<file path="src/sv/dcf_pkg.sv">
// ----------------------------------------------------------------------------
// dcf_pkg
// Shared types and codes of the DCF77 time code decoder: item structs,
// operation and status codes, register map and reset values.
// ----------------------------------------------------------------------------
package dcf_pkg;

    localparam int FRAME_LEN  = 60;
    localparam int NUM_REGS   = 7;
    localparam int ADDR_W     = 5;
    localparam int DATA_W     = 32;

    // operation codes of an input item
    localparam logic [1:0] OP_PULSE = 2'd0;
    localparam logic [1:0] OP_TICK  = 2'd1;
    localparam logic [1:0] OP_START = 2'd2;

    // status codes of a result item
    localparam logic [3:0] ST_STARTED = 4'd0;
    localparam logic [3:0] ST_ZERO    = 4'd1;
    localparam logic [3:0] ST_ONE     = 4'd2;
    localparam logic [3:0] ST_MARKER  = 4'd3;
    localparam logic [3:0] ST_BAD     = 4'd4;
    localparam logic [3:0] ST_TIMEOUT = 4'd5;
    localparam logic [3:0] ST_OK      = 4'd6;
    localparam logic [3:0] ST_PARITY  = 4'd7;
    localparam logic [3:0] ST_RANGE   = 4'd8;
    localparam logic [3:0] ST_NOTHING = 4'd9;

    // register indexes
    localparam logic [2:0] REG_ZERO_LOW    = 3'd0;
    localparam logic [2:0] REG_ZERO_HIGH   = 3'd1;
    localparam logic [2:0] REG_ONE_LOW     = 3'd2;
    localparam logic [2:0] REG_ONE_HIGH    = 3'd3;
    localparam logic [2:0] REG_MARKER_LOW  = 3'd4;
    localparam logic [2:0] REG_MARKER_HIGH = 3'd5;
    localparam logic [2:0] REG_TIMEOUT     = 3'd6;

    // register reset values
    localparam logic [15:0] RST_ZERO_LOW    = 16'd70;
    localparam logic [15:0] RST_ZERO_HIGH   = 16'd150;
    localparam logic [15:0] RST_ONE_LOW     = 16'd170;
    localparam logic [15:0] RST_ONE_HIGH    = 16'd280;
    localparam logic [15:0] RST_MARKER_LOW  = 16'd450;
    localparam logic [15:0] RST_MARKER_HIGH = 16'd700;
    localparam logic [15:0] RST_TIMEOUT     = 16'd800;

    typedef struct packed {
        logic [1:0]  op;
        logic [15:0] pulse_ms;
    } t_in;

    typedef struct packed {
        logic [3:0] status;
        logic       receiving;
        logic [5:0] bit_count;
        logic [5:0] minute;
        logic [4:0] hour;
        logic [4:0] day;
        logic [3:0] month;
        logic [7:0] year;
        logic [2:0] weekday;
    } t_out;

    typedef struct packed {
        logic [15:0] zero_low_ms;
        logic [15:0] zero_high_ms;
        logic [15:0] one_low_ms;
        logic [15:0] one_high_ms;
        logic [15:0] marker_low_ms;
        logic [15:0] marker_high_ms;
        logic [15:0] timeout_ticks;
    } t_cfg;

    // one classified item on its way from the front to the back
    typedef struct packed {
        logic                 decode;
        logic [3:0]           status;
        logic                 receiving;
        logic [5:0]           bit_count;
        logic [FRAME_LEN-1:0] frame;
    } t_job;

endpackage

</file>
<file path="src/sv/dcf77_time_code_decoder.sv">
// ----------------------------------------------------------------------------
// dcf77_time_code_decoder
// Decodes DCF77 time frames from measured pulse widths, ticks and starts.
// ----------------------------------------------------------------------------
// Input channel (i_valid, o_stall, i_data): one item per command: a pulse
// width, a timeout tick or a start request. Output channel (o_valid, i_stall,
// o_data): exactly one result item per input item, in order.
// The window and timeout registers sit on the APB port at byte address 4*i;
// write them only while the block is idle.
// A plain item passes through the job queue and the output register on its way,
// and items are taken one per cycle while the two-entry job queue has room.
// An item that completes a 60-position frame is loaded into the decode unit,
// which walks the stored frame bits one per cycle and then reports the
// result; items behind it wait in the queue, and o_stall rises once the
// queue is full.
// When the receiver stalls, the output register holds its item, the queue
// fills, and then the input stalls. Reset returns the registers to their
// default windows, clears the reception state and empties the queue.
// ----------------------------------------------------------------------------
module dcf77_time_code_decoder import dcf_pkg::*; (
    input  logic              i_clk,
    input  logic              i_rst_n,
    input  logic              i_valid,
    output logic              o_stall,
    input  t_in               i_data,
    output logic              o_valid,
    input  logic              i_stall,
    output t_out              o_data,
    input  logic              psel,
    input  logic              penable,
    input  logic              pwrite,
    input  logic [ADDR_W-1:0] paddr,
    input  logic [DATA_W-1:0] pwdata,
    output logic [DATA_W-1:0] prdata,
    output logic              pready
);

    t_cfg       r_cfg;
    logic [2:0] reg_idx;
    logic       cfg_wr;
    logic       q_full;
    logic       q_valid;
    logic       push;
    logic       pop;
    t_job       push_job;
    t_job       head_job;

    assign pready  = 1'b1;
    assign reg_idx = paddr[ADDR_W-1:2];
    assign cfg_wr  = psel && penable && pwrite;

    always_ff @(posedge i_clk) begin
        if (!i_rst_n) begin
            r_cfg.zero_low_ms    <= RST_ZERO_LOW;
            r_cfg.zero_high_ms   <= RST_ZERO_HIGH;
            r_cfg.one_low_ms     <= RST_ONE_LOW;
            r_cfg.one_high_ms    <= RST_ONE_HIGH;
            r_cfg.marker_low_ms  <= RST_MARKER_LOW;
            r_cfg.marker_high_ms <= RST_MARKER_HIGH;
            r_cfg.timeout_ticks  <= RST_TIMEOUT;
        end else if (cfg_wr) begin
            unique case (reg_idx)
                REG_ZERO_LOW:    r_cfg.zero_low_ms    <= pwdata[15:0];
                REG_ZERO_HIGH:   r_cfg.zero_high_ms   <= pwdata[15:0];
                REG_ONE_LOW:     r_cfg.one_low_ms     <= pwdata[15:0];
                REG_ONE_HIGH:    r_cfg.one_high_ms    <= pwdata[15:0];
                REG_MARKER_LOW:  r_cfg.marker_low_ms  <= pwdata[15:0];
                REG_MARKER_HIGH: r_cfg.marker_high_ms <= pwdata[15:0];
                REG_TIMEOUT:     r_cfg.timeout_ticks  <= pwdata[15:0];
                default: ;
            endcase
        end
    end

    always_comb begin
        unique case (reg_idx)
            REG_ZERO_LOW:    prdata = {16'd0, r_cfg.zero_low_ms};
            REG_ZERO_HIGH:   prdata = {16'd0, r_cfg.zero_high_ms};
            REG_ONE_LOW:     prdata = {16'd0, r_cfg.one_low_ms};
            REG_ONE_HIGH:    prdata = {16'd0, r_cfg.one_high_ms};
            REG_MARKER_LOW:  prdata = {16'd0, r_cfg.marker_low_ms};
            REG_MARKER_HIGH: prdata = {16'd0, r_cfg.marker_high_ms};
            REG_TIMEOUT:     prdata = {16'd0, r_cfg.timeout_ticks};
            default:         prdata = '0;
        endcase
    end

    dcf_front u_front (
        .i_clk    (i_clk),
        .i_rst_n  (i_rst_n),
        .i_cfg    (r_cfg),
        .i_valid  (i_valid),
        .o_stall  (o_stall),
        .i_data   (i_data),
        .i_q_full (q_full),
        .o_push   (push),
        .o_job    (push_job)
    );

    dcf_queue u_queue (
        .i_clk   (i_clk),
        .i_rst_n (i_rst_n),
        .i_push  (push),
        .i_job   (push_job),
        .i_pop   (pop),
        .o_full  (q_full),
        .o_valid (q_valid),
        .o_job   (head_job)
    );

    dcf_back u_back (
        .i_clk     (i_clk),
        .i_rst_n   (i_rst_n),
        .i_q_valid (q_valid),
        .i_job     (head_job),
        .o_pop     (pop),
        .o_valid   (o_valid),
        .i_stall   (i_stall),
        .o_data    (o_data)
    );

endmodule

</file>
<file path="src/sv/dcf_front.sv">
// ----------------------------------------------------------------------------
// dcf_front
// Accepts input items, classifies pulses against the configured windows,
// keeps the reception state and the frame shift line, and emits one job per
// item.
// ----------------------------------------------------------------------------
module dcf_front import dcf_pkg::*; (
    input  logic i_clk,
    input  logic i_rst_n,
    input  t_cfg i_cfg,
    input  logic i_valid,
    output logic o_stall,
    input  t_in  i_data,
    input  logic i_q_full,
    output logic o_push,
    output t_job o_job
);

    logic                 r_rx;
    logic [5:0]           r_fill;
    logic [15:0]          r_ticks;
    logic [FRAME_LEN-1:0] r_frame;

    logic                 n_rx;
    logic [5:0]           n_fill;
    logic [15:0]          n_ticks;
    logic [FRAME_LEN-1:0] n_frame;
    logic [3:0]           n_status;
    logic                 n_decode;

    logic in_marker, in_one, in_zero;
    logic [15:0] tick_inc;

    assign in_marker = (i_data.pulse_ms > i_cfg.marker_low_ms)
                    && (i_data.pulse_ms < i_cfg.marker_high_ms);
    assign in_one    = (i_data.pulse_ms > i_cfg.one_low_ms)
                    && (i_data.pulse_ms < i_cfg.one_high_ms);
    assign in_zero   = (i_data.pulse_ms > i_cfg.zero_low_ms)
                    && (i_data.pulse_ms < i_cfg.zero_high_ms);
    assign tick_inc  = (r_ticks == 16'hFFFF) ? r_ticks : r_ticks + 16'd1;

    always_comb begin
        n_rx     = r_rx;
        n_fill   = r_fill;
        n_ticks  = r_ticks;
        n_frame  = r_frame;
        n_status = ST_NOTHING;
        n_decode = 1'b0;
        unique case (i_data.op)
            OP_START: begin
                if (!r_rx) begin
                    n_rx     = 1'b1;
                    n_ticks  = '0;
                    n_fill   = '0;
                    n_status = ST_STARTED;
                end
            end
            OP_TICK: begin
                if (r_rx) begin
                    n_ticks = tick_inc;
                    if (tick_inc >= i_cfg.timeout_ticks) begin
                        n_rx     = 1'b0;
                        n_status = ST_TIMEOUT;
                    end
                end
            end
            OP_PULSE: begin
                if (r_rx) begin
                    // shift in at the top: after 60 entries position i sits at bit i
                    priority if (in_marker) begin
                        n_frame  = {1'b0, r_frame[FRAME_LEN-1:1]};
                        n_fill   = 6'd1;
                        n_status = ST_MARKER;
                    end else if (in_one) begin
                        if (r_fill < 6'(FRAME_LEN)) begin
                            n_frame = {1'b1, r_frame[FRAME_LEN-1:1]};
                            n_fill  = r_fill + 6'd1;
                        end
                        n_status = ST_ONE;
                    end else if (in_zero) begin
                        if (r_fill < 6'(FRAME_LEN)) begin
                            n_frame = {1'b0, r_frame[FRAME_LEN-1:1]};
                            n_fill  = r_fill + 6'd1;
                        end
                        n_status = ST_ZERO;
                    end else begin
                        n_rx     = 1'b0;
                        n_status = ST_BAD;
                    end
                    if (n_rx && (n_fill >= 6'(FRAME_LEN))) begin
                        n_rx     = 1'b0;
                        n_decode = 1'b1;
                    end
                end
            end
            default: begin
                n_status = ST_NOTHING;
            end
        endcase
    end

    assign o_stall = i_q_full;
    assign o_push  = i_valid && !i_q_full;

    always_comb begin
        o_job.decode    = n_decode;
        o_job.status    = n_status;
        o_job.receiving = n_rx;
        o_job.bit_count = n_fill;
        o_job.frame     = n_frame;
    end

    always_ff @(posedge i_clk) begin
        if (!i_rst_n) begin
            r_rx    <= 1'b0;
            r_fill  <= '0;
            r_ticks <= '0;
        end else if (o_push) begin
            r_rx    <= n_rx;
            r_fill  <= n_fill;
            r_ticks <= n_ticks;
        end
    end

    always_ff @(posedge i_clk) begin
        if (o_push) begin
            r_frame <= n_frame;
        end
    end

endmodule

</file>
<file path="src/sv/dcf_queue.sv">
// ----------------------------------------------------------------------------
// dcf_queue
// Two-entry job queue between the classifying front and the decoding back.
// ----------------------------------------------------------------------------
module dcf_queue import dcf_pkg::*; (
    input  logic i_clk,
    input  logic i_rst_n,
    input  logic i_push,
    input  t_job i_job,
    input  logic i_pop,
    output logic o_full,
    output logic o_valid,
    output t_job o_job
);

    t_job       r_mem [2];
    logic       r_wr_ptr;
    logic       r_rd_ptr;
    logic [1:0] r_count;

    assign o_full  = (r_count == 2'd2);
    assign o_valid = (r_count != 2'd0);
    assign o_job   = r_mem[r_rd_ptr];

    always_ff @(posedge i_clk) begin
        if (!i_rst_n) begin
            r_wr_ptr <= 1'b0;
            r_rd_ptr <= 1'b0;
            r_count  <= '0;
        end else begin
            if (i_push) begin
                r_wr_ptr <= !r_wr_ptr;
            end
            if (i_pop) begin
                r_rd_ptr <= !r_rd_ptr;
            end
            if (i_push && !i_pop) begin
                r_count <= r_count + 2'd1;
            end else if (!i_push && i_pop) begin
                r_count <= r_count - 2'd1;
            end
        end
    end

    always_ff @(posedge i_clk) begin
        if (i_push) begin
            r_mem[r_wr_ptr] <= i_job;
        end
    end

endmodule

</file>
<file path="src/sv/dcf_back.sv">
// ----------------------------------------------------------------------------
// dcf_back
// Takes jobs from the queue. Plain jobs go straight to the output register;
// a completed frame is walked one bit per cycle for parity and BCD fields,
// then checked and reported.
// ----------------------------------------------------------------------------
module dcf_back import dcf_pkg::*; (
    input  logic i_clk,
    input  logic i_rst_n,
    input  logic i_q_valid,
    input  t_job i_job,
    output logic o_pop,
    output logic o_valid,
    input  logic i_stall,
    output t_out o_data
);

    typedef enum logic [1:0] {
        S_IDLE,
        S_RUN,
        S_DONE
    } t_state;

    typedef enum logic [2:0] {
        F_NONE,
        F_MIN,
        F_HOUR,
        F_DAY,
        F_WDAY,
        F_MON,
        F_YEAR
    } t_fsel;

    t_state               r_state;
    logic                 r_out_valid;
    t_out                 r_out;
    logic [FRAME_LEN-1:0] r_frame;
    logic [5:0]           r_pos;
    logic [5:0]           r_cnt;
    logic [6:0]           r_min;
    logic [5:0]           r_hour;
    logic [5:0]           r_day;
    logic [4:0]           r_mon;
    logic [7:0]           r_year;
    logic [2:0]           r_wday;
    logic [2:0]           r_par;

    logic   out_free;
    logic   out_load;
    t_fsel  fsel;
    logic [7:0] weight;
    logic [2:0] pgrp;
    logic   par_fail;
    logic   range_fail;

    // field and BCD weight of a frame position
    function automatic t_fsel pos_field(input logic [5:0] pos);
        t_fsel f;
        f = F_NONE;
        if (pos >= 6'd21 && pos <= 6'd27) f = F_MIN;
        if (pos >= 6'd29 && pos <= 6'd34) f = F_HOUR;
        if (pos >= 6'd36 && pos <= 6'd41) f = F_DAY;
        if (pos >= 6'd42 && pos <= 6'd44) f = F_WDAY;
        if (pos >= 6'd45 && pos <= 6'd49) f = F_MON;
        if (pos >= 6'd50 && pos <= 6'd57) f = F_YEAR;
        return f;
    endfunction

    function automatic logic [7:0] pos_weight(input logic [5:0] pos);
        logic [7:0] w;
        logic [5:0] off;
        w   = 8'd0;
        off = 6'd0;
        priority if (pos >= 6'd21 && pos <= 6'd24) begin
            off = pos - 6'd21; w = 8'd1 << off[1:0];
        end else if (pos >= 6'd25 && pos <= 6'd27) begin
            off = pos - 6'd25; w = 8'd10 << off[1:0];
        end else if (pos >= 6'd29 && pos <= 6'd32) begin
            off = pos - 6'd29; w = 8'd1 << off[1:0];
        end else if (pos >= 6'd33 && pos <= 6'd34) begin
            off = pos - 6'd33; w = 8'd10 << off[1:0];
        end else if (pos >= 6'd36 && pos <= 6'd39) begin
            off = pos - 6'd36; w = 8'd1 << off[1:0];
        end else if (pos >= 6'd40 && pos <= 6'd41) begin
            off = pos - 6'd40; w = 8'd10 << off[1:0];
        end else if (pos >= 6'd42 && pos <= 6'd44) begin
            off = pos - 6'd42; w = 8'd1 << off[1:0];
        end else if (pos >= 6'd45 && pos <= 6'd48) begin
            off = pos - 6'd45; w = 8'd1 << off[1:0];
        end else if (pos == 6'd49) begin
            w = 8'd10;
        end else if (pos >= 6'd50 && pos <= 6'd53) begin
            off = pos - 6'd50; w = 8'd1 << off[1:0];
        end else if (pos >= 6'd54 && pos <= 6'd57) begin
            off = pos - 6'd54; w = 8'd10 << off[1:0];
        end else begin
            w = 8'd0;
        end
        return w;
    endfunction

    // parity group of a frame position: minute, hour, date
    function automatic logic [2:0] pos_parity(input logic [5:0] pos);
        logic [2:0] g;
        g = 3'b000;
        if (pos >= 6'd21 && pos <= 6'd28) g = 3'b001;
        if (pos >= 6'd29 && pos <= 6'd35) g = 3'b010;
        if (pos >= 6'd36 && pos <= 6'd58) g = 3'b100;
        return g;
    endfunction

    assign out_free   = !r_out_valid || !i_stall;
    assign fsel       = pos_field(r_pos);
    assign weight     = pos_weight(r_pos);
    assign pgrp       = pos_parity(r_pos);
    assign par_fail   = |r_par;
    assign range_fail = (r_min > 7'd59) || (r_hour > 6'd23) || (r_day > 6'd31)
                     || (r_mon > 5'd12) || (r_wday == 3'd0);

    assign o_pop    = (r_state == S_IDLE) && i_q_valid && (i_job.decode || out_free);
    assign out_load = (o_pop && !i_job.decode) || ((r_state == S_DONE) && out_free);
    assign o_valid  = r_out_valid;
    assign o_data   = r_out;

    always_ff @(posedge i_clk) begin
        if (!i_rst_n) begin
            r_state     <= S_IDLE;
            r_out_valid <= 1'b0;
        end else begin
            if (out_load) begin
                r_out_valid <= 1'b1;
            end else if (!i_stall) begin
                r_out_valid <= 1'b0;
            end
            unique case (r_state)
                S_IDLE: begin
                    if (o_pop) begin
                        if (i_job.decode) begin
                            r_frame <= i_job.frame;
                            r_cnt   <= i_job.bit_count;
                            r_pos   <= '0;
                            r_min   <= '0;
                            r_hour  <= '0;
                            r_day   <= '0;
                            r_mon   <= '0;
                            r_year  <= '0;
                            r_wday  <= '0;
                            r_par   <= '0;
                            r_state <= S_RUN;
                        end else begin
                            r_out <= '{i_job.status, i_job.receiving, i_job.bit_count,
                                       6'd0, 5'd0, 5'd0, 4'd0, 8'd0, 3'd0};
                        end
                    end
                end
                S_RUN: begin
                    // take one frame bit per cycle, lowest position first
                    if (r_frame[0]) begin
                        r_par <= r_par ^ pgrp;
                        unique case (fsel)
                            F_MIN:   r_min  <= r_min + weight[6:0];
                            F_HOUR:  r_hour <= r_hour + weight[5:0];
                            F_DAY:   r_day  <= r_day + weight[5:0];
                            F_WDAY:  r_wday <= r_wday + weight[2:0];
                            F_MON:   r_mon  <= r_mon + weight[4:0];
                            F_YEAR:  r_year <= r_year + weight;
                            default: ;
                        endcase
                    end
                    r_frame <= {1'b0, r_frame[FRAME_LEN-1:1]};
                    if (r_pos == 6'(FRAME_LEN - 1)) begin
                        r_state <= S_DONE;
                    end else begin
                        r_pos <= r_pos + 6'd1;
                    end
                end
                S_DONE: begin
                    if (out_free) begin
                        priority if (par_fail) begin
                            r_out <= '{ST_PARITY, 1'b0, r_cnt,
                                       6'd0, 5'd0, 5'd0, 4'd0, 8'd0, 3'd0};
                        end else if (range_fail) begin
                            r_out <= '{ST_RANGE, 1'b0, r_cnt,
                                       6'd0, 5'd0, 5'd0, 4'd0, 8'd0, 3'd0};
                        end else begin
                            r_out <= '{ST_OK, 1'b0, r_cnt, r_min[5:0], r_hour[4:0],
                                       r_day[4:0], r_mon[3:0], r_year, r_wday};
                        end
                        r_state <= S_IDLE;
                    end
                end
                default: begin
                    r_state <= S_IDLE;
                end
            endcase
        end
    end

endmodule

</file>
<file path="config.mk">
export PLATFORM = sky130hd
export DESIGN_NAME = dcf77_time_code_decoder
export DESIGN_NICKNAME = d
export VERILOG_FILES = /design/src/sv/dcf_pkg.sv /design/src/sv/dcf77_time_code_decoder.sv /design/src/sv/dcf_front.sv /design/src/sv/dcf_queue.sv /design/src/sv/dcf_back.sv
export SDC_FILE = /design/constraint.sdc
export NUM_CORES = 1
export LEC_CHECK = 0
export BUFFER_PORTS_ARGS = -buffer_cell sky130_fd_sc_hd__buf_2
export CAP_MARGIN = 20
export CORE_AREA = 3 3 253 255
export CTS_CLUSTER_DIAMETER = 60
export CTS_CLUSTER_SIZE = 24
export DETAILED_ROUTE_END_ITERATION = 8
export DIE_AREA = 0 0 256 258
export PLACE_DENSITY = 0.65
export REMOVE_ABC_BUFFERS = 1
export SLEW_MARGIN = 10
export SYNTH_ARGS = -nofsm -noshare
export SYNTH_HDL_FRONTEND = slang
export SYNTH_HIERARCHICAL = 1
export SYNTH_SLANG_ARGS = --single-unit
</file>
<file path="constraint.sdc">
create_clock -name i_clk -period 8.6 [get_ports i_clk]
set_input_delay 0.43 -clock i_clk [delete_from_list [all_inputs] [get_ports i_clk]]
set_output_delay 0.43 -clock i_clk [all_outputs]
set_load 0.02 [all_outputs]
</file>
==> results of run 1 <==
-- power by group through the flow --
stage / registers (mW) / clock network, mW / logic [mW]
after global routing: 3.36 / 2.15 / 1.69
after CTS: 3.32 / 2.07 / 1.52
final: 3.32 / 2.01 / 1.50
after detailed placement: 3.38 / 0 / 1.51
after floorplan: 3.35 / 0 / 1.07
after global placement: 3.36 / 0 / 1.46
-- cells by family (layout without fill, tap and decap cells) --
group | Yosys count | after routing | synth area share [%]
xor+xnor | 39 | 39 | 1.32
compound gates | 369 | 369 | 9.87
flops | 499 | 499 | 52.3
buf+inv | 289 | 354 | 5.28
mux | 266 | 266 | 11.2
other cells | 2 | 18 | 0.0290
fa+ha+maj | 156 | 156 | 7.70
simple gates | 687 | 687 | 12.4
-- worst min-delay path, stage by stage --
cell and delay, ns:
buf_2 0.10, nor2_1 0.04, mux2i_1 0.11
-- layout by cell type (no fill, tap or decap), drive strengths merged, types with 6 or more instances in the layout --
master   count
nand2b      18
o21a         9
nand3       31
mux2       143
mux2i      122
o221a        6
and3         6
clkinv      10
dfxtp      143
bufinv       7
o211ai      30
ha         150
nor2        84
fa           6
nand4       25
xnor2       21
or2          7
a22oi        7
clkbuf      40
o21ai       74
conb        17
a221oi       8
a211oi       9
a2bb2oi     11
a31oi       10
nand2      364
or3          9
nor3        29
edfxtp     356
xor2        18
buf        122
nor2b       32
and2        51
a21boi      14
a32oi       14
inv        170
a21oi       82
a21o        40
-- final cells by class --
type | instances | area, um2 | share of cell area [%]
Timing Repair Buffer | 122 | 668 | 2.35
Multi-Input combinational cell | 1534 | 11100 | 39.1
Sequential cell | 499 | 13600 | 47.7
Antenna cell | 1 | 2.50 | 0.00881
Clock inverter | 30 | 439 | 1.55
Clock buffer | 40 | 980 | 3.45
Inverter | 162 | 608 | 2.14
Tap cell | 837 | 1050 | 3.69
-- worst max path at each step --
stage / slack, ns / depth (start not counted) / endpoint
final: 3.53 / 14 / u_back/r_hour[5]
after global routing: 3.17 / 14 / u_back/r_hour[5]
after CTS: 3.55 / 14 / u_back/r_hour[5]
after detailed placement: 3.57 / 14 / u_back/r_hour[5]
after global placement: 3.55 / 14 / u_back/r_hour[5]
after floorplan: -0.06 / 5 / u_back/r_year[0]
-- metal layers --
metal / part of all wire [%] / vias up
li1: - / 8350
met1: 43 / 8537
met2: 48 / 409
met3: 4.9 / 112
met4: 3.4 / 2
met5: 0.018 / -
-- sequential cells by signal (all words and copies together), names as in the netlist, named ones only --
| name | flops |
|---|---|
| u_back/r_min | 7 |
| u_back/r_day | 6 |
| u_queue/r_rd_ptr | 1 |
| u_back/o_data | 42 |
| u_front/r_ticks | 16 |
| u_queue/r_wr_ptr | 1 |
| u_back/r_pos | 6 |
| u_back/o_valid | 1 |
| u_back/r_hour | 6 |
| u_front/r_frame | 60 |
| u_queue/r_count | 2 |
| u_queue/r_mem | 144 |
| u_back/r_year | 8 |
| u_back/r_wday | 3 |
| u_front/r_fill | 6 |
| u_back/r_state | 2 |
| u_front/r_rx | 1 |
| r_cfg | 112 |
| u_back/r_par | 3 |
| u_back/r_cnt | 6 |
| u_back/r_mon | 5 |
| u_back/r_frame | 60 |
-- through the flow --
stage | total power [mW] | setup slack (ns) | hold WS [ns] | setup TNS [ns]
finish | 6.83 | 3.53 | 0.146 | 0
global route | 7.21 | 3.17 | 0.153 | 0
CTS | 6.91 | 3.55 | 0.118 | 0
detailed placement | 4.89 | 3.57 | 0.467 | 0
global placement | 4.82 | 3.55 | 0.457 | 0
floorplan | 4.42 | -0.0588 | 0.444 | -0.484
==> results.md, run 1 <==
* Status: finished clean
* Worst min-delay path category: primary input to flop
* Clock tree from TritonCTS: done
* #FFs+latches synth at 499
* LEAKAGE at 11.4 nW
* Routed WL at 59800 um
* Sequential share of power at 48.5%
* GRT met1 Usage at 22.4%
* Syn Std Cell Area at 25900 um2
* Sequential-to-total area share from yosys stat at 52.3%
* Met2 global-route usage at 31.0%
* Register-to-register setup slack at 3.53 ns
* Sw power at 2.06 mW
* Critical path class: flop to flop
* Synth Instances at 2307
* CTS Buf Count at 39
* Remaining Overflow, GRT at 0
* Vias at 17400
* Clk_lat worst skew at 0.58 ns
* Achievable Freq at 0.197 GHz
* Slew @ Worst Pin at 1.10 ns
* Area Growth Syn to Fin at 9.55%
* FP Rows at 91
* Largest net degree at the start of global routing at 73
* Clock sinks at 499
* Top post-synthesis cells by count: 364 x nand2_1, 356 x edfxtp_1, 162 x inv_1
* Most common flop cell mapped by yosys: edfxtp_1
* Final clock skew at 0.0334 ns
* RSZ-0062 raised after global routing: no
* Critical Path Start Type: flop
* Crit-path slowest cell: a21oi_1
* Post-synth EDFFs at 356
* Die span in y at 258 um
* Post-DRT Antenna Nets at 0
* Port bufs at 103
* Slowest stage delay, CP at 0.66 ns
* DR DRC count at 0
* Worst R2R Path Depth at 14
* Final net count at 2576
* Comb power frac at 22.0%
* Gr busiest metal: met2
* Power share of the clock group at 29.5%
* Core Util, Final at 45.9%
* Sw Share at 30.1%
* Post-synth top area share at 41.2%
* DPL Wire Length at 39900 um
* Worst path bufs/invs at 1
* Final Hold Vio Count at 0
* Yosys warnings at 6
* Die area at 66000 um2
* Setup crit end kind: flop
* Placer Congestion at 0.851
* Post-Syn Area per Cell at 11.2 um2
* Hold Path Sink: r_cfg[102]
* Critical path's top delay family: compound AO/OA/AOI/OAI gates
* Finished Layout Cells at 3225
* Max FO, Critical Path at 12
* Hold Startpoint: pwdata[6]
* Iteration-0 DRC Markers at 1108
* Worst path required time at 8.88 ns
* Crit path cell chain: inv_1 > ha_1 > nand2b_1 > a32o_1 > a21oi_1 > mux2_2 > a21oi_1 > ha_1 > a21oi_1 > a21boi_0 > or4_1 > nand3_1 > or3_1 > a21oi_1
* Worst Path Arrival at 5.35 ns
* Initial antenna violation count at 3
* Fillers at 5713
* Max Cap Violations at 0
* Hold_buf cts at 0
* Number of global-route vias before repair at 17600
* Post-route clock period utilization at 59.0%
* Synth async-reset ratio at 0%
* PwrDens at 241 nW/um2
* Number of buffers on the longest clock path at 3
* Core area at 61800 um2
* Die W at 256 um
* Initial Util at 41.9%
* Max_slew headroom at 27.0%
* Final Setup Violations at 0
* Most frequent cell after synthesis: nand2_1
* Reg2reg start: u_back/r_pos[1]
* Design Area, Final at 28400 um2
* DP Area at 27000 um2
* Root buffer cell: clkbuf_16
* Critical path's most frequent cell: a21oi_1
* First-pass iteration count of the detailed router at 5
* Global-route total usage across every layer at 17.8%
* Fin. max-slew vios at 0
* IO Count at 139
* Post_cts resized at 0
* Crit Reg-Reg Endpoint: u_back/r_hour[5]
* Placed Cells incl. Taps at 3153
* Area leader, netlist: edfxtp_1
* WL/cell at 18.6 um
* Power Internal at 4.77 mW
* Post-DR vias/cell at 5.40
* Maximum vdd drop at 0.138 mV
* GR Layer Usage met3 at 2.83%
* Synth unique cells at 94
* Share of post-route cells with drive strength above 1 at 15.5%
* Setup Buffers After CTS at 0
* Min cycle time layout at 5.07 ns
* First-pass GRT wire length at 94900 um
* H-tree depth at 2
* Largest cells by area after synthesis: edfxtp_1 41%, dfxtp_1 11%, ha_1 7.2%
* CP Launch Point: u_back/r_pos[1]
* Worst-path clk slew at 0.07 ns
* Cell depth of the worst hold path at 3
Note: power is estimated with default switching activity, not from simulation.
==> run 2: changes to the inputs <==
ABC_AREA = 1   (was not set)
CORE_AREA = 3 3 259 261   (was 3 3 253 255)
DIE_AREA = 0 0 262 264   (was 0 0 256 258)
clock period = 5.3 ns   (was 8.6 ns; I/O delays follow)
==> results.md, run 2 <==
* Most common flop cell mapped by yosys: edfxtp_1 (unchanged)
* Worst-path clk slew at 0.08 ns (was 0.07 ns)
* Area occupied by multi-input gates at 11600 um2 (was 11100 um2)
* Sw power at 3.83 mW (was 2.06 mW)
* DP Area at 28200 um2 (was 27000 um2)
* Regs by FF count: u_queue/r_mem: 144 flops, r_cfg: 112 flops (unchanged)
* Sw Share at 32.4% (was 30.1%)
* Max reg flops at 144 (unchanged)
* First-pass GRT wire length at 97100 um (was 94900 um)
* DPL Wire Length at 40800 um (was 39900 um)
* Fin. max-slew vios at 0 (unchanged)
* Final WS setup at 0.959 ns (was 3.53 ns)
* Placed Cells incl. Taps at 3790 (was 3153)
* Power share of the clock group at 27.0% (was 29.5%)
* Sequential share of power at 45.4% (was 48.5%)
* Maximum vdd drop at 0.227 mV (was 0.138 mV)
* LEAKAGE at 12.7 nW (was 11.4 nW)
* Post-route clock period utilization at 81.9% (was 59.0%)
* Area leader, netlist: edfxtp_1 (unchanged)
* Synth async-reset ratio at 0% (unchanged)
* Final Setup Violations at 0 (unchanged)
* Post-Syn Area per Cell at 9.32 um2 (was 11.2 um2)
* Clk_lat worst skew at 0.57 ns (was 0.58 ns)
* Core Util, Final at 45.9% (about the same)
* DR DRC count at 0 (unchanged)
* Slew @ Worst Pin at 1.11 ns (was 1.10 ns)
* Vias at 19300 (was 17400)
* Setup crit end kind: flop (unchanged)
* Largest cells by area after synthesis: edfxtp_1 39%, dfxtp_1 11%, nand2_1 9.8% (was edfxtp_1 41%, dfxtp_1 11%, ha_1 7.2%)
* Placer Congestion at 0.868 (was 0.851)
* Achievable Freq at 0.230 GHz (was 0.197 GHz)
* Syn Std Cell Area at 27200 um2 (was 25900 um2)
* Root buffer cell: clkbuf_16 (unchanged)
* Top post-synthesis cells by count: 713 x nand2_1, 378 x nor2_1, 356 x edfxtp_1 (was 364 x nand2_1, 356 x edfxtp_1, 162 x inv_1)
* Area Growth Syn to Fin at 9.22% (was 9.55%)
* Max FO, Critical Path at 10 (was 12)
* Worst min-delay path category: primary input to flop (unchanged)
* Number of global-route vias before repair at 18100 (was 17600)
* Register Area at 13600 um2 (unchanged)
* Worst slack, placed at 0.991 ns (was 3.57 ns)
* Post-synth top area share at 39.3% (was 41.2%)
* Die area at 69200 um2 (was 66000 um2)
* Critical Path Start Type: flop (unchanged)
* Routed WL at 60600 um (was 59800 um)
* Number of buffers on the longest clock path at 3 (unchanged)
* Hold_ws at 0.0832 ns (was 0.146 ns)
* Sequential-to-total area share from yosys stat at 49.8% (was 52.3%)
* Synth unique cells at 66 (was 94)
* Fillers at 6173 (was 5713)
* Die span in y at 264 um (was 258 um)
* Largest net degree at the start of global routing at 66 (was 73)
* Biggest register: u_queue/r_mem (unchanged)
* WL/cell at 15.6 um (was 18.6 um)
* Min cycle time layout at 4.34 ns (was 5.07 ns)
* Commonest non-fill, non-tap cell in the layout: nand2_1 (unchanged)
* Share of post-route cells with drive strength above 1 at 14.4% (was 15.5%)
* Post-DR vias/cell at 4.98 (was 5.40)
* Finished Layout Cells at 3873 (was 3225)
* Design Area, Final at 29700 um2 (was 28400 um2)
* Clock sinks at 499 (unchanged)
* Clock tree from TritonCTS: done (unchanged)
* Final net count at 3205 (was 2576)
* Fin Setup TNS at 0 ns (unchanged)
* Iteration-0 DRC Markers at 1422 (was 1108)
* Worst Path Arrival at 4.76 ns (was 5.35 ns)
* Most frequent cells in the layout: 713 x nand2_1, 374 x nor2_1, 356 x edfxtp_1 (was 364 x nand2_1, 356 x edfxtp_1, 161 x inv_1)
* PwrDens at 398 nW/um2 (was 241 nW/um2)
* FP Rows at 93 (was 91)
* Max_slew headroom at 26.1% (was 27.0%)
* H-tree depth at 2 (unchanged)
* Initial antenna violation count at 2 (was 3)
* IO Count at 139 (unchanged)
* Total power at 11.8 mW (was 6.83 mW)
* Critical path class: flop to flop (unchanged)
* Yosys warnings at 6 (unchanged)
* RSZ-0062 raised after global routing: no (unchanged)
* Post-synth EDFFs at 356 (unchanged)
* #FFs+latches synth at 499 (unchanged)
* Final clock skew at 0.0224 ns (was 0.0334 ns)
* Port bufs at 103 (unchanged)
* Status: finished clean (unchanged)
* First-pass iteration count of the detailed router at 5 (unchanged)
* Worst path required time at 5.72 ns (was 8.88 ns)
* Max Cap Violations at 0 (unchanged)
* Die W at 262 um (was 256 um)
* Final Hold Vio Count at 0 (unchanged)
* Synth Instances at 2917 (was 2307)
* Core area at 64700 um2 (was 61800 um2)
* Remaining Overflow, GRT at 0 (unchanged)
* Global-route total usage across every layer at 17.4% (was 17.8%)
* CTS Buf Count at 39 (unchanged)
* Post-DRT Antenna Nets at 0 (unchanged)
* Most frequent cell after synthesis: nand2_1 (unchanged)
* Initial Util at 42.0% (was 41.9%)
* Setup Buffers After CTS at 0 (unchanged)
* Power Internal at 7.99 mW (was 4.77 mW)
* Comb power frac at 27.6% (was 22.0%)
-- run 2: layout make-up --
class	instances	area share (%)
diodes	1	0.00843
inverters	346	4.38
multi-input cells	1965	39.0
well taps	855	3.60
clock buffers	46	3.59
clock inverters	25	1.07
repair buffers	136	2.69
flip-flops and latches	499	45.6
-- run 2: metal layers --
| metal | track usage, % | up-vias | share of wire, % |
|---|---|---|---|
| met1 | 23.7 | 8997 | 46 |
| met3 | 2.53 | 99 | 5.0 |
| li1 | - | 9766 | - |
| met5 | 0 | - | 0.021 |
| met2 | 28.7 | 442 | 47 |
| met4 | 4.86 | 2 | 2.5 |
-- run 2: cells by family after synthesis --
kind of cell               count (synthesis)  share of synthesized area, %
and+or+nand+nor                         1382                          21.6
xor gates and xnor gates                  18                         0.635
AOI/OAI and AO/OA                        262                          5.47
other                                      2                        0.0276
muxes                                    130                          7.15
DFF                                      499                          49.8
buffers and inverters                    468                          7.89
adders and majority gates                156                          7.34
-- run 2: path summary, 6_finish.rpt --
check / startpoint / end / slack, ns / depth (start not counted)
min: i_stall / u_back/o_valid / 0.08 / 3
min reg2reg: u_front/r_ticks[2] / u_front/r_ticks[2] / 0.48 / 2
max: u_back/r_pos[1] / u_back/r_min[6] / 0.96 / 23
max reg2reg: u_back/r_pos[1] / u_back/r_min[6] / 0.96 / 23
-- run 2: power groups by stage --
stage               Combinational [mW]  Clock [mW]  Sequential (mW)
CTS                               3.29        3.27             5.37
finish                            3.26        3.19             5.36
global route                      3.68        3.41             5.43
floorplan                         2.39           0             5.52
global placement                  3.21           0             5.43
detailed placement                3.27           0             5.46
-- run 2: critical path, cell delays in order, from the launching register on --
cell and delay, ns:
edfxtp_1 0.58, inv_1 0.16, ha_1 0.37, nor2_2 0.34
nand2_1 0.15, nand3_2 0.16, o31ai_1 0.09, a21oi_1 0.12
o21ai_1 0.06, o21ai_0 0.07, o21ai_1 0.26, ha_1 0.31
fa_1 0.38, nand2_1 0.07, inv_1 0.05, o21a_1 0.18
nor2_1 0.09, nor2_1 0.06, nor2_1 0.08, nor2_1 0.04
nor2_1 0.11, xor2_1 0.21, o21ai_0 0.10, a21oi_1 0.16
-- run 2: what timing repair did --
item | CTS | global route
resized for setup | 0 | 0
endpoints found under the hold margin | 26 | 0
setup endpoints to repair | 0 | 0
hold buffers | 9 | 0
==> run 3: changes to the inputs <==
clock period = 4 ns   (was 5.3 ns; I/O delays follow)
==> results.md, run 3 (synthesis results as in run 2) <==
* Register-to-register setup slack at 0.31 ns (was 0.96 ns)
* Status: finished clean (unchanged)
* Post-DRT Antenna Nets at 0 (unchanged)
* Share of post-route cells with drive strength above 1 at 16.0% (was 14.4%)
* Clock tree from TritonCTS: done (unchanged)
* Biggest register: u_queue/r_mem (unchanged)
* Finished Layout Cells at 3927 (was 3873)
* Placed Cells incl. Taps at 3828 (was 3790)
* First-pass iteration count of the detailed router at 6 (was 5)
* Min cycle time layout at 3.69 ns (was 4.34 ns)
* Most frequent cells in the layout: 712 x nand2_1, 374 x nor2_1, 356 x edfxtp_1 (was 713 x nand2_1, 374 x nor2_1, 356 x edfxtp_1)
* Initial antenna violation count at 2 (unchanged)
* Post-DR vias/cell at 5.00 (was 4.98)
* Hold Startpoint: pwdata[11] (was i_stall)
* Maximum vdd drop at 0.293 mV (was 0.227 mV)
* DPL Wire Length at 42200 um (was 40800 um)
* Vias at 19700 (was 19300)
* Largest net degree at the start of global routing at 65 (was 66)
* Number of buffers on the longest clock path at 3 (unchanged)
* Critical Path Start Type: flop (unchanged)
* DP Area at 28500 um2 (was 28200 um2)
* Setup crit end kind: flop (unchanged)
* Fin. max-slew vios at 0 (unchanged)
* Area occupied by multi-input gates at 11600 um2 (about the same)
* Remaining Overflow, GRT at 0 (unchanged)
* First-pass GRT wire length at 98900 um (was 97100 um)
* Commonest non-fill, non-tap cell in the layout: nand2_1 (unchanged)
* Global-route total usage across every layer at 17.7% (was 17.4%)
* Iteration-0 DRC Markers at 1636 (was 1422)
* CP Launch Point: u_back/r_pos[5] (was u_back/r_pos[1])
* PwrDens at 532 nW/um2 (was 398 nW/um2)
* Final clock skew at 0.0319 ns (was 0.0224 ns)
* Routed WL at 62100 um (was 60600 um)
* Die W at 262 um (unchanged)
* Post-route clock period utilization at 92.3% (was 81.9%)
* Max_slew headroom at 30.9% (was 26.1%)
* Regs by FF count: u_queue/r_mem: 144 flops, r_cfg: 112 flops (unchanged)
* Slew @ Worst Pin at 1.04 ns (was 1.11 ns)
* Die span in y at 264 um (unchanged)
* Max FO, Critical Path at 8 (was 10)
* H-tree depth at 2 (unchanged)
* Register Area at 13600 um2 (unchanged)
* Port bufs at 103 (unchanged)
* Die area at 69200 um2 (unchanged)
* Design Area, Final at 30200 um2 (was 29700 um2)
* Area Growth Syn to Fin at 11.2% (was 9.22%)
* CTS Buf Count at 41 (was 39)
* DR DRC count at 0 (unchanged)
* Worst min-delay path category: primary input to flop (unchanged)
* Achievable Freq at 0.271 GHz (was 0.230 GHz)
* Reg2reg start: u_back/r_pos[5] (was u_back/r_pos[1])
* Clk_lat worst skew at 0.58 ns (was 0.57 ns)
* Final Hold Vio Count at 0 (unchanged)
* WL/cell at 15.8 um (was 15.6 um)
* Number of global-route vias before repair at 18500 (was 18100)
* IO Count at 139 (unchanged)
* Worst-path clk slew at 0.09 ns (was 0.08 ns)
* Worst Path Arrival at 4.02 ns (was 4.76 ns)
* Max Cap Violations at 0 (unchanged)
* Core area at 64700 um2 (unchanged)
* LEAKAGE at 13.0 nW (was 12.7 nW)
* Max reg flops at 144 (unchanged)
* Root buffer cell: clkbuf_16 (unchanged)
* Final Setup Violations at 0 (unchanged)
* Fin Setup TNS at 0 ns (unchanged)
* Placer Congestion at 0.872 (was 0.868)
* Critical path class: flop to flop (unchanged)
* Worst path required time at 4.33 ns (was 5.72 ns)
* Clock sinks at 499 (unchanged)
* Fillers at 6118 (was 6173)
* Final net count at 3259 (was 3205)
* Initial Util at 42.0% (unchanged)
* FP Rows at 93 (unchanged)
==> run 3: cell type report <==
class | instances | area share [%]
flip-flops and latches | 499 | 44.8
clock buffers | 44 | 3.46
multi-input cells | 1965 | 38.5
repair buffers | 188 | 4.04
inverters | 346 | 4.30
diodes | 1 | 0.00828
clock inverters | 29 | 1.33
well taps | 855 | 3.54
==> run 3: timing repair <==
action,CTS,global route
endpoints found under the hold margin,30,0
resized for setup,1,11
hold buffers,11,0
setup buffers,0,14
setup endpoints to repair,2,7
pin swaps,0,3
==> run 3: final timing paths <==
| check | end | cells past startpoint |
|---|---|---|
| worst min register to register | u_front/r_ticks[2] | 2 |
| worst min-delay path | r_cfg[27] | 5 |
| worst max-delay path | u_back/r_mon[4] | 23 |
| worst max register to register | u_back/r_mon[4] | 23 |
==> run 3: where the power goes <==
group	internal [mW]	switching (mW)	total (mW)	leakage, nW
Clock	2.25	2.14	4.39	0.712
Combinational	1.84	2.75	4.59	7.78
Sequential	6.72	0.373	7.09	4.49
Total	10.8	5.26	16.1	13.0
==> run 3: metal layers <==
layer	wire length, um	vias up	GRT usage [%]
met5	13	-	0
met1	28600	9233	24.9
li1	-	9869	-
met3	3270	88	2.65
met2	28700	460	28.6
met4	1420	2	4.68
==> run 3: worst max-delay path: stages (launching register included) <==
cell and delay, ns:
edfxtp_1 0.46, buf_4 0.17, buf_4 0.14, nor2_2 0.13, inv_2 0.06, nor2_2 0.08, inv_2 0.05, o21ai_2 0.19
nand2_2 0.15, or2_1 0.24, nand2_1 0.13, a21oi_4 0.12, buf_4 0.17, buf_4 0.13, fa_1 0.42, nand2_1 0.08
inv_1 0.05, nor2_1 0.08, nor2_1 0.04, nor2_1 0.10, xor2_1 0.15, inv_1 0.09, o21ai_2 0.15, a21oi_2 0.04
==> run 3: metrics by stage <==
step	util [%]	setup slack [ns]	hold slack (ns)	total power [mW]
after floorplan	-	-2.26	0.285	10.5
after global placement	44.1	0.0350	0.466	11.6
after detailed placement	44.1	-0.00507	0.467	11.7
after CTS	46.5	0.197	0.0289	16.2
after global routing	46.7	-0.0280	0.0550	17.0
final	46.7	0.309	0.0847	16.1
